## src/rtl/core/modinv_pkg.sv

```systemverilog
// modinv_pkg: shared types and constants for the modular inverse unit
// request and result structs, datapath operation codes, controller states
// no dependencies
package modinv_pkg;

  localparam int WORD_BITS  = 64;
  localparam int MOD_BITS   = WORD_BITS - 1;
  localparam int SHIFT_BITS = $clog2(WORD_BITS);

  typedef struct packed {
    logic signed [WORD_BITS-1:0] value;
    logic        [MOD_BITS-1:0]  modulus;
  } req_t;

  typedef struct packed {
    logic [MOD_BITS-1:0] inverse;
    logic                has_inverse;
  } res_t;

  typedef enum logic [2:0] {
    OP_IDLE,
    OP_LOAD,
    OP_REDUCE,
    OP_RED_FIX,
    OP_STEP_INIT,
    OP_ALIGN,
    OP_SUB,
    OP_FIN_ABS
  } dp_op_t;

  typedef struct packed {
    logic red_last;
    logic nr_zero;
    logic can_align;
    logic k_zero;
  } dp_status_t;

  typedef enum logic [2:0] {
    ST_IDLE,
    ST_REDUCE,
    ST_RED_FIX,
    ST_CHECK,
    ST_ALIGN,
    ST_SUB,
    ST_FIN_ABS,
    ST_FIN_OUT
  } state_t;

endpackage

```

## src/rtl/core/modinv_datapath.sv

```systemverilog
// modinv_datapath: operand registers, remainder/coefficient pairs, shift-subtract unit
// executes one operation per cycle as commanded by modinv_ctrl
// depends on modinv_pkg
module modinv_datapath (
  input  logic                  clk,
  input  logic                  rst,
  input  modinv_pkg::dp_op_t    op,
  input  logic                  fin_out,
  input  modinv_pkg::req_t      request,
  output modinv_pkg::dp_status_t status,
  output logic                  done,
  output modinv_pkg::res_t      result
);

  localparam int W = modinv_pkg::WORD_BITS;
  localparam int M = modinv_pkg::MOD_BITS;
  localparam int S = modinv_pkg::SHIFT_BITS;

  logic [W-1:0] dividend;
  logic         neg_in;
  logic [M-1:0] m;
  logic [M-1:0] r;
  logic [M-1:0] nr;
  logic [W-1:0] t;
  logic [W-1:0] nt;
  logic [W-1:0] d;
  logic [S-1:0] k;
  logic [S-1:0] cnt;
  logic         t_neg;

  logic [W-1:0] val_u;
  logic [W-1:0] m_w;
  logic [W-1:0] rem_sh;
  logic [W-1:0] rem_sub;
  logic         rem_ge;
  logic [M-1:0] fix_nr;
  logic         d_le;
  logic [M-1:0] r_sel;
  logic [W-1:0] dt;
  logic [W-1:0] t_sel;
  logic [W-1:0] t_abs;
  logic [W-1:0] fin_a_w;
  logic [M-1:0] fin_a;
  logic [M-1:0] fin_inv;
  logic         has;

  always_comb begin
    val_u   = request.value;
    m_w     = {1'b0, m};
    // restoring remainder step, one dividend bit per cycle
    rem_sh  = {nr, dividend[W-1]};
    rem_ge  = rem_sh >= m_w;
    rem_sub = rem_sh - m_w;
    fix_nr  = (neg_in && (nr != '0)) ? (m - nr) : nr;
    // one quotient bit: subtract aligned divisor from r and aligned nt from t
    d_le    = d <= {1'b0, r};
    r_sel   = d_le ? (r - d[M-1:0]) : r;
    dt      = nt << k;
    t_sel   = d_le ? (t - dt) : t;
    t_abs   = t[W-1] ? (~t + W'(1)) : t;
    fin_a_w = (t >= m_w) ? (t - m_w) : t;
    fin_a   = fin_a_w[M-1:0];
    fin_inv = t_neg ? ((fin_a != '0) ? (m - fin_a) : '0) : fin_a;
    has     = (m != '0) && (r == M'(1));
  end

  always_comb begin
    status.red_last  = cnt == S'(W - 1);
    status.nr_zero   = nr == '0;
    status.can_align = {d[W-2:0], 1'b0} <= {1'b0, r};
    status.k_zero    = k == '0;
  end

  always_ff @(posedge clk) begin
    unique case (op)
      modinv_pkg::OP_IDLE: begin
      end
      modinv_pkg::OP_LOAD: begin
        dividend <= request.value[W-1] ? (~val_u + W'(1)) : val_u;
        neg_in   <= request.value[W-1];
        m        <= request.modulus;
        nr       <= '0;
        cnt      <= '0;
      end
      modinv_pkg::OP_REDUCE: begin
        nr       <= rem_ge ? rem_sub[M-1:0] : rem_sh[M-1:0];
        dividend <= {dividend[W-2:0], 1'b0};
        cnt      <= cnt + S'(1);
      end
      modinv_pkg::OP_RED_FIX: begin
        nr <= fix_nr;
        r  <= m;
        t  <= '0;
        nt <= W'(1);
      end
      modinv_pkg::OP_STEP_INIT: begin
        d <= {1'b0, nr};
        k <= '0;
      end
      modinv_pkg::OP_ALIGN: begin
        if (status.can_align) begin
          d <= {d[W-2:0], 1'b0};
          k <= k + S'(1);
        end
      end
      modinv_pkg::OP_SUB: begin
        if (k != '0) begin
          r <= r_sel;
          t <= t_sel;
          d <= {1'b0, d[W-1:1]};
          k <= k - S'(1);
        end else begin
          // quotient step complete: shift the pairs
          r  <= nr;
          nr <= r_sel;
          t  <= nt;
          nt <= t_sel;
        end
      end
      modinv_pkg::OP_FIN_ABS: begin
        t     <= t_abs;
        t_neg <= t[W-1];
      end
      default: begin
      end
    endcase
  end

  always_ff @(posedge clk) begin
    if (fin_out) begin
      result.inverse     <= has ? fin_inv : '0;
      result.has_inverse <= has;
    end
  end

  always_ff @(posedge clk) begin
    if (rst) begin
      done <= 1'b0;
    end else begin
      done <= fin_out;
    end
  end

endmodule

```

## src/rtl/core/modinv_ctrl.sv

```systemverilog
// modinv_ctrl: sequencer for reduction, quotient steps and final correction
// drives datapath operations from datapath status
// depends on modinv_pkg
module modinv_ctrl (
  input  logic                   clk,
  input  logic                   rst,
  input  logic                   start,
  input  modinv_pkg::dp_status_t status,
  output logic                   busy,
  output modinv_pkg::dp_op_t     op,
  output logic                   fin_out
);

  modinv_pkg::state_t state;
  modinv_pkg::state_t state_next;

  always_ff @(posedge clk) begin
    if (rst) begin
      state <= modinv_pkg::ST_IDLE;
    end else begin
      state <= state_next;
    end
  end

  always_comb begin
    state_next = state;
    unique case (state)
      modinv_pkg::ST_IDLE: begin
        if (start) state_next = modinv_pkg::ST_REDUCE;
      end
      modinv_pkg::ST_REDUCE: begin
        if (status.red_last) state_next = modinv_pkg::ST_RED_FIX;
      end
      modinv_pkg::ST_RED_FIX: begin
        state_next = modinv_pkg::ST_CHECK;
      end
      modinv_pkg::ST_CHECK: begin
        state_next = status.nr_zero ? modinv_pkg::ST_FIN_ABS : modinv_pkg::ST_ALIGN;
      end
      modinv_pkg::ST_ALIGN: begin
        if (!status.can_align) state_next = modinv_pkg::ST_SUB;
      end
      modinv_pkg::ST_SUB: begin
        if (status.k_zero) state_next = modinv_pkg::ST_CHECK;
      end
      modinv_pkg::ST_FIN_ABS: begin
        state_next = modinv_pkg::ST_FIN_OUT;
      end
      modinv_pkg::ST_FIN_OUT: begin
        state_next = modinv_pkg::ST_IDLE;
      end
      default: begin
        state_next = modinv_pkg::ST_IDLE;
      end
    endcase
  end

  always_comb begin
    busy    = state != modinv_pkg::ST_IDLE;
    op      = modinv_pkg::OP_IDLE;
    fin_out = 1'b0;
    unique case (state)
      modinv_pkg::ST_IDLE: begin
        if (start) op = modinv_pkg::OP_LOAD;
      end
      modinv_pkg::ST_REDUCE:  op = modinv_pkg::OP_REDUCE;
      modinv_pkg::ST_RED_FIX: op = modinv_pkg::OP_RED_FIX;
      modinv_pkg::ST_CHECK:   op = modinv_pkg::OP_STEP_INIT;
      modinv_pkg::ST_ALIGN:   op = modinv_pkg::OP_ALIGN;
      modinv_pkg::ST_SUB:     op = modinv_pkg::OP_SUB;
      modinv_pkg::ST_FIN_ABS: op = modinv_pkg::OP_FIN_ABS;
      modinv_pkg::ST_FIN_OUT: fin_out = 1'b1;
      default: begin
      end
    endcase
  end

endmodule

```

## src/rtl/core/modular_inverse_ext_euclid_unit.sv

```systemverilog
// modular_inverse_ext_euclid_unit: modular inverse by the extended Euclidean algorithm
// instantiates modinv_ctrl and modinv_datapath, types from modinv_pkg
//
// usage: drive request (signed value, modulus) and raise start while busy is low;
// the request is taken at that edge and busy rises the next cycle.
// result carries inverse in 0..modulus-1 and has_inverse; it is valid for the single
// cycle in which done is high and must be captured then, there is no holding it off.
// a modulus of zero gives inverse 0 with has_inverse 0, a modulus of one gives 0 with 1.
// sequence: bit-serial reduction of the value, a fixup step, then per quotient step
// an align pass and a shift-subtract pass over the quotient bits through one shared
// shift-subtract unit, then final correction; done rises the cycle after.
// the total time is data dependent.
// one request at a time: busy falls in the cycle done is high, so a new request
// can be taken at the edge that ends the done cycle.
// reset (rst, synchronous) returns the sequencer to idle and clears done.
module modular_inverse_ext_euclid_unit (
  input  logic             clk,
  input  logic             rst,
  input  logic             start,
  output logic             busy,
  input  modinv_pkg::req_t request,
  output logic             done,
  output modinv_pkg::res_t result
);

  modinv_pkg::dp_op_t     op;
  modinv_pkg::dp_status_t status;
  logic                   fin_out;

  modinv_ctrl u_ctrl (
    .clk     (clk),
    .rst     (rst),
    .start   (start),
    .status  (status),
    .busy    (busy),
    .op      (op),
    .fin_out (fin_out)
  );

  modinv_datapath u_datapath (
    .clk     (clk),
    .rst     (rst),
    .op      (op),
    .fin_out (fin_out),
    .request (request),
    .status  (status),
    .done    (done),
    .result  (result)
  );

endmodule
```

## config.mk

```make
export PLATFORM = sky130hd
export DESIGN_NAME = modular_inverse_ext_euclid_unit
export DESIGN_NICKNAME = d
export VERILOG_FILES = /design/src/rtl/core/modinv_pkg.sv /design/src/rtl/core/modinv_datapath.sv /design/src/rtl/core/modinv_ctrl.sv /design/src/rtl/core/modular_inverse_ext_euclid_unit.sv
export SDC_FILE = /design/constraint.sdc
export NUM_CORES = 2
export LEC_CHECK = 0
export BUFFER_PORTS_ARGS = -buffer_cell sky130_fd_sc_hd__buf_4
export CORE_MARGIN = 2
export CORE_UTILIZATION = 50
export CTS_CLUSTER_DIAMETER = 30
export DETAILED_ROUTE_END_ITERATION = 6
export GPL_TIMING_DRIVEN = 0
export HOLD_SLACK_MARGIN = 0.03
export PLACE_DENSITY = 0.72
export SLEW_MARGIN = 20
export SYNTH_ARGS = -nofsm -noshare
export SYNTH_HDL_FRONTEND = slang
export SYNTH_SLANG_ARGS = --single-unit
```

## constraint.sdc

```tcl
create_clock -name clk -period 9.75 [get_ports clk]
set_input_delay 0.975 -clock clk [delete_from_list [all_inputs] [get_ports clk]]
set_output_delay 0.975 -clock clk [all_outputs]
set_load 0.03 [all_outputs]
```

==> qor.yml <==
timing:
  hold_violations: 0
  setup_viol: 10
  post-route-min-period_ns: 9.90
  tightest_slew_ns: 1.33
  grt_setup_unrepaired: "false"
  fin_skew_ns: 0.0538
  period_share_pct: 102
  fmax_ghz: 0.101
  worst_slack_ns: -0.147
  relSlewSlack_pct: 8.92
  finalMaxSlewViolations: 0
status:
  violations: "DRC, setup timing"
  outcome: "finished, violations left"
floorplan:
  dieArea_sq_um: 118000
  core_sq_um: 114000
  ios: 196
  start_util_pct: 50.3
  fp-row-count: 124
  die_x_microns: 343
  die_h_microns: 343
synthesis:
  synthMuxAreaShare_pct: 5.81
  ys_async_sr_fraction_pct: 0
  synth_seq_area_share_pct: 27.5
  ys_top_cells_by_area: "edfxtp_1, ha_1, a21oi_1"
  synth_top_area_cell: "edfxtp_1"
  synth_cells: 7003
  synth_cell_type_count: 114
  ys_warn_count: 0
  synth_area_sq_um: 57500
  synth-adder-area-share_pct: 10.9
  yosys_register_bits: 527
  yosys.area_share.xor_xnor_pct: 6.95
  synth-simple-area-share_pct: 18.8
  ys.flop_type: "edfxtp_1"
  synth-compound-area-share_pct: 25.0
  synth-edff-count: 523
  syn_area_per_cell_sq_um: 8.21
  synth_top_family_by_area: "compound AO/OA/AOI/OAI gates"
  syn_nets: 7606
  yosys.area.top_type_share_pct: 27.3
critical_path:
  cp.required_ns: 10.25
  slowest_delay_ns: 0.73
  r2r-start: "u_datapath.m[13]$_DFFE_PP_"
  arrival_ns: 10.40
  path_class: "register to register"
  path_cells: "clkinv_1 -> ha_1 -> clkbuf_1 -> nand4_1 -> or3_1 -> o21a_1 -> nor4_2 -> nor2_1 -> buf_2 -> buf_2 -> a21oi_1 -> nand4_1 -> nor4_1 -> nand4_1 -> nor4_1 -> nand2_1 -> or4_1 -> nor3_4 -> nor2_1 -> clkbuf_1 -> a2bb2oi_1 -> nor2_1"
  startpoint_type: "register"
  endpoint_kind: "register"
  r2r_cells: 22
  cpMaxStageDelayCell: "clkinv_1"
  rrSetupSlack_ns: -0.15
  crit_fanout: 10
  rr_endpoint: "u_datapath.result[17]$_SDFFCE_PN0P_"
routing:
  drtIter0Drc: 9564
  viasPerCell: 7.11
  drt_wl_total_mm: 301
  ant_nets: 0
  drc: 8
  dr.pass1.iters: 7
  wl_per_cell_microns: 33.3
  vias: 64164
clock_tree:
  cts-root-buf: "clkbuf_16"
  clk_latency_ns: 0.83
  clock_path_buffers: 3
  path_clk_slew_ns: 0.05
  cts.sink_count: 527
  cts_made_buffers: 137
  cts_tree: "done"
  holdBufCountCts: 0
  h-tree-depth: 4
placed_design:
  gp_congestion: 1.10
  port_buffers: 195
  dp_slack_ns: 0.191
  hpwl_mm: 235
cells_and_area:
  layout.nets: 7972
  final_core_util_pct: 58.1
  area_delta_synth_final_pct: 15.3
  fillers: 10601
  layout-drive-gt1-share_pct: 9.21
grt:
  grt_use_met3_pct: 19.2
  met2_usage_pct: 70.7
  antenna_found_initial: 45
  overflow: 0
  grtUsageMet1_pct: 58.1
  grt-busiest-layer: "met2"
  grt_max_degree: 56
  grtUsageTotal_pct: 49.5
  grt_pass1_wl_mm: 418
  grt_pass1_vias: 59407
hold_path:
  hold_end: "u_datapath.m[1]$_DFFE_PP_"
  worstHoldStart: "request[1]"
  hold_class: "input pin to register"
  hold_depth: 1
job:
  cap_violations: 0
cell usage after synthesis (46+ instances only):
cell type  number
nand2_1       723
a21oi_1       613
nor2_1        591
edfxtp_1      523
o21ai_0       502
ha_1          467
inv_1         371
clkbuf_1      284
xnor2_1       283
a21o_1        229
xor2_1        173
mux2i_1       168
nand3_1       144
nand4_1       114
nor3_1        111
nand2b_1      103
a22oi_1       102
nor4_1         96
o211ai_1       92
nor2b_1        84
a31oi_1        74
o22ai_1        70
or3_1          67
a211oi_1       65
o21bai_1       64
o21a_1         59
o221ai_1       52
mux4_2         48
mux2_2         47
and2_1         46
cell families after synthesis:
kind of cell | count (synthesis)
and+or+nand+nor | 2264
AOI/OAI and AO/OA | 2243
buffers and inverters | 743
DFF | 527
adders and majority gates | 503
xor gates and xnor gates | 456
muxes | 267
routing by layer:
metal / part of all wire [%] / wire length (microns) / vias to the layer above
met1: 35 / 105000 / 30161
met5: 0.045 / 134 / -
met2: 41 / 122000 / 5412
met3: 14 / 42700 / 1661
li1: - / - / 26910
met4: 10 / 31400 / 20
flip-flops by register name (all words and copies together), names as in the netlist:
register	cells
u_datapath.nt	64
u_datapath.d	64
u_datapath.nr	63
u_ctrl.state	3
u_datapath.cnt	6
u_datapath.m	63
u_datapath.result	64
u_datapath.done	1
u_datapath.dividend	64
u_datapath.k	6
u_datapath.neg_in	1
u_datapath.t	64
u_datapath.r	63
u_datapath.t_neg	1
metrics by stage:
step | setup TNS, ns | area, sq um | hold WS [ns] | std cells
after floorplan | 0 | 57500 | 0.496 | 7003
final | -0.884 | 66300 | 0.331 | 9030
after global placement | -561.90 | 60800 | 0.502 | 8710
after detailed placement | 0 | 61500 | 0.512 | 8741
after CTS | 0 | 66100 | 0.330 | 8990
after global routing | 0 | 66200 | 0.330 | 8999
critical path, delay by kind of cell (launching register included):
| family | cells | cell delay (ns) |
|---|---|---|
| simple gates | 13 | 5.07 |
| buf+inv | 5 | 2.27 |
| compound gates | 3 | 0.95 |
| flops | 1 | 0.70 |
| fa+ha+maj | 1 | 0.54 |
worst max-delay path by stage:
stage / startpoint / to / slack [ns] / cells past startpoint
finish: u_datapath.m[13]$_DFFE_PP_ / u_datapath.result[17]$_SDFFCE_PN0P_ / -0.15 / 22
global route: u_datapath.m[36]$_DFFE_PP_ / u_datapath.result[17]$_SDFFCE_PN0P_ / 0.06 / 24
CTS: u_datapath.k[0]$_SDFFCE_PP0P_ / u_datapath.t[63]$_DFFE_PP_ / 0.14 / 28
detailed placement: u_datapath.k[0]$_SDFFCE_PP0P_ / u_datapath.t[63]$_DFFE_PP_ / 0.19 / 28
global placement: u_datapath.r[2]$_DFFE_PP_ / u_datapath.d[9]$_DFFE_PP_ / -3.11 / 18
floorplan: u_datapath.d[8]$_DFFE_PP_ / u_datapath.d[0]$_DFFE_PP_ / 1.18 / 17
repair_timing:
action                                  in CTS  in global routing
gates resized for setup                      0                  9
setup buffers                                0                  0
endpoints found under the setup margin       0                 24
area by class of cell:
type	instances	area [sq um]	area share (%)
multi-input cells	5733	38900	58.7
flip-flops and latches	527	15800	23.8
clock buffers	160	3540	5.33
repair buffers	227	1980	2.98
well taps	1512	1890	2.85
plain buffers	362	1520	2.29
inverters	381	1430	2.16
clock inverters	89	1140	1.72
diodes	39	97.6	0.147
cell usage in the layout, fill, tap and decap left out, drive strengths merged, types with 53 or more instances in the layout:
master	synthesis	routed
nand2	725	725
a21oi	615	615
nor2	591	591
edfxtp	523	523
o21ai	516	516
ha	467	467
clkbuf	285	450
inv	372	379
buf	77	298
xnor2	283	283
a21o	229	229
xor2	173	173
mux2i	169	169
nand3	147	147
nand4	115	115
nor3	115	115
nand2b	103	103
a22oi	102	102
nor4	98	98
o211ai	92	92
nor2b	84	84
a31oi	80	80
o22ai	70	70
or3	69	69
a211oi	67	67
clkinv	9	66
o21bai	64	64
o21a	59	59
o221ai	53	53
Power is not shown: default switching activity piles up to over one toggle a cycle in this logic, so the estimate is an artifact.
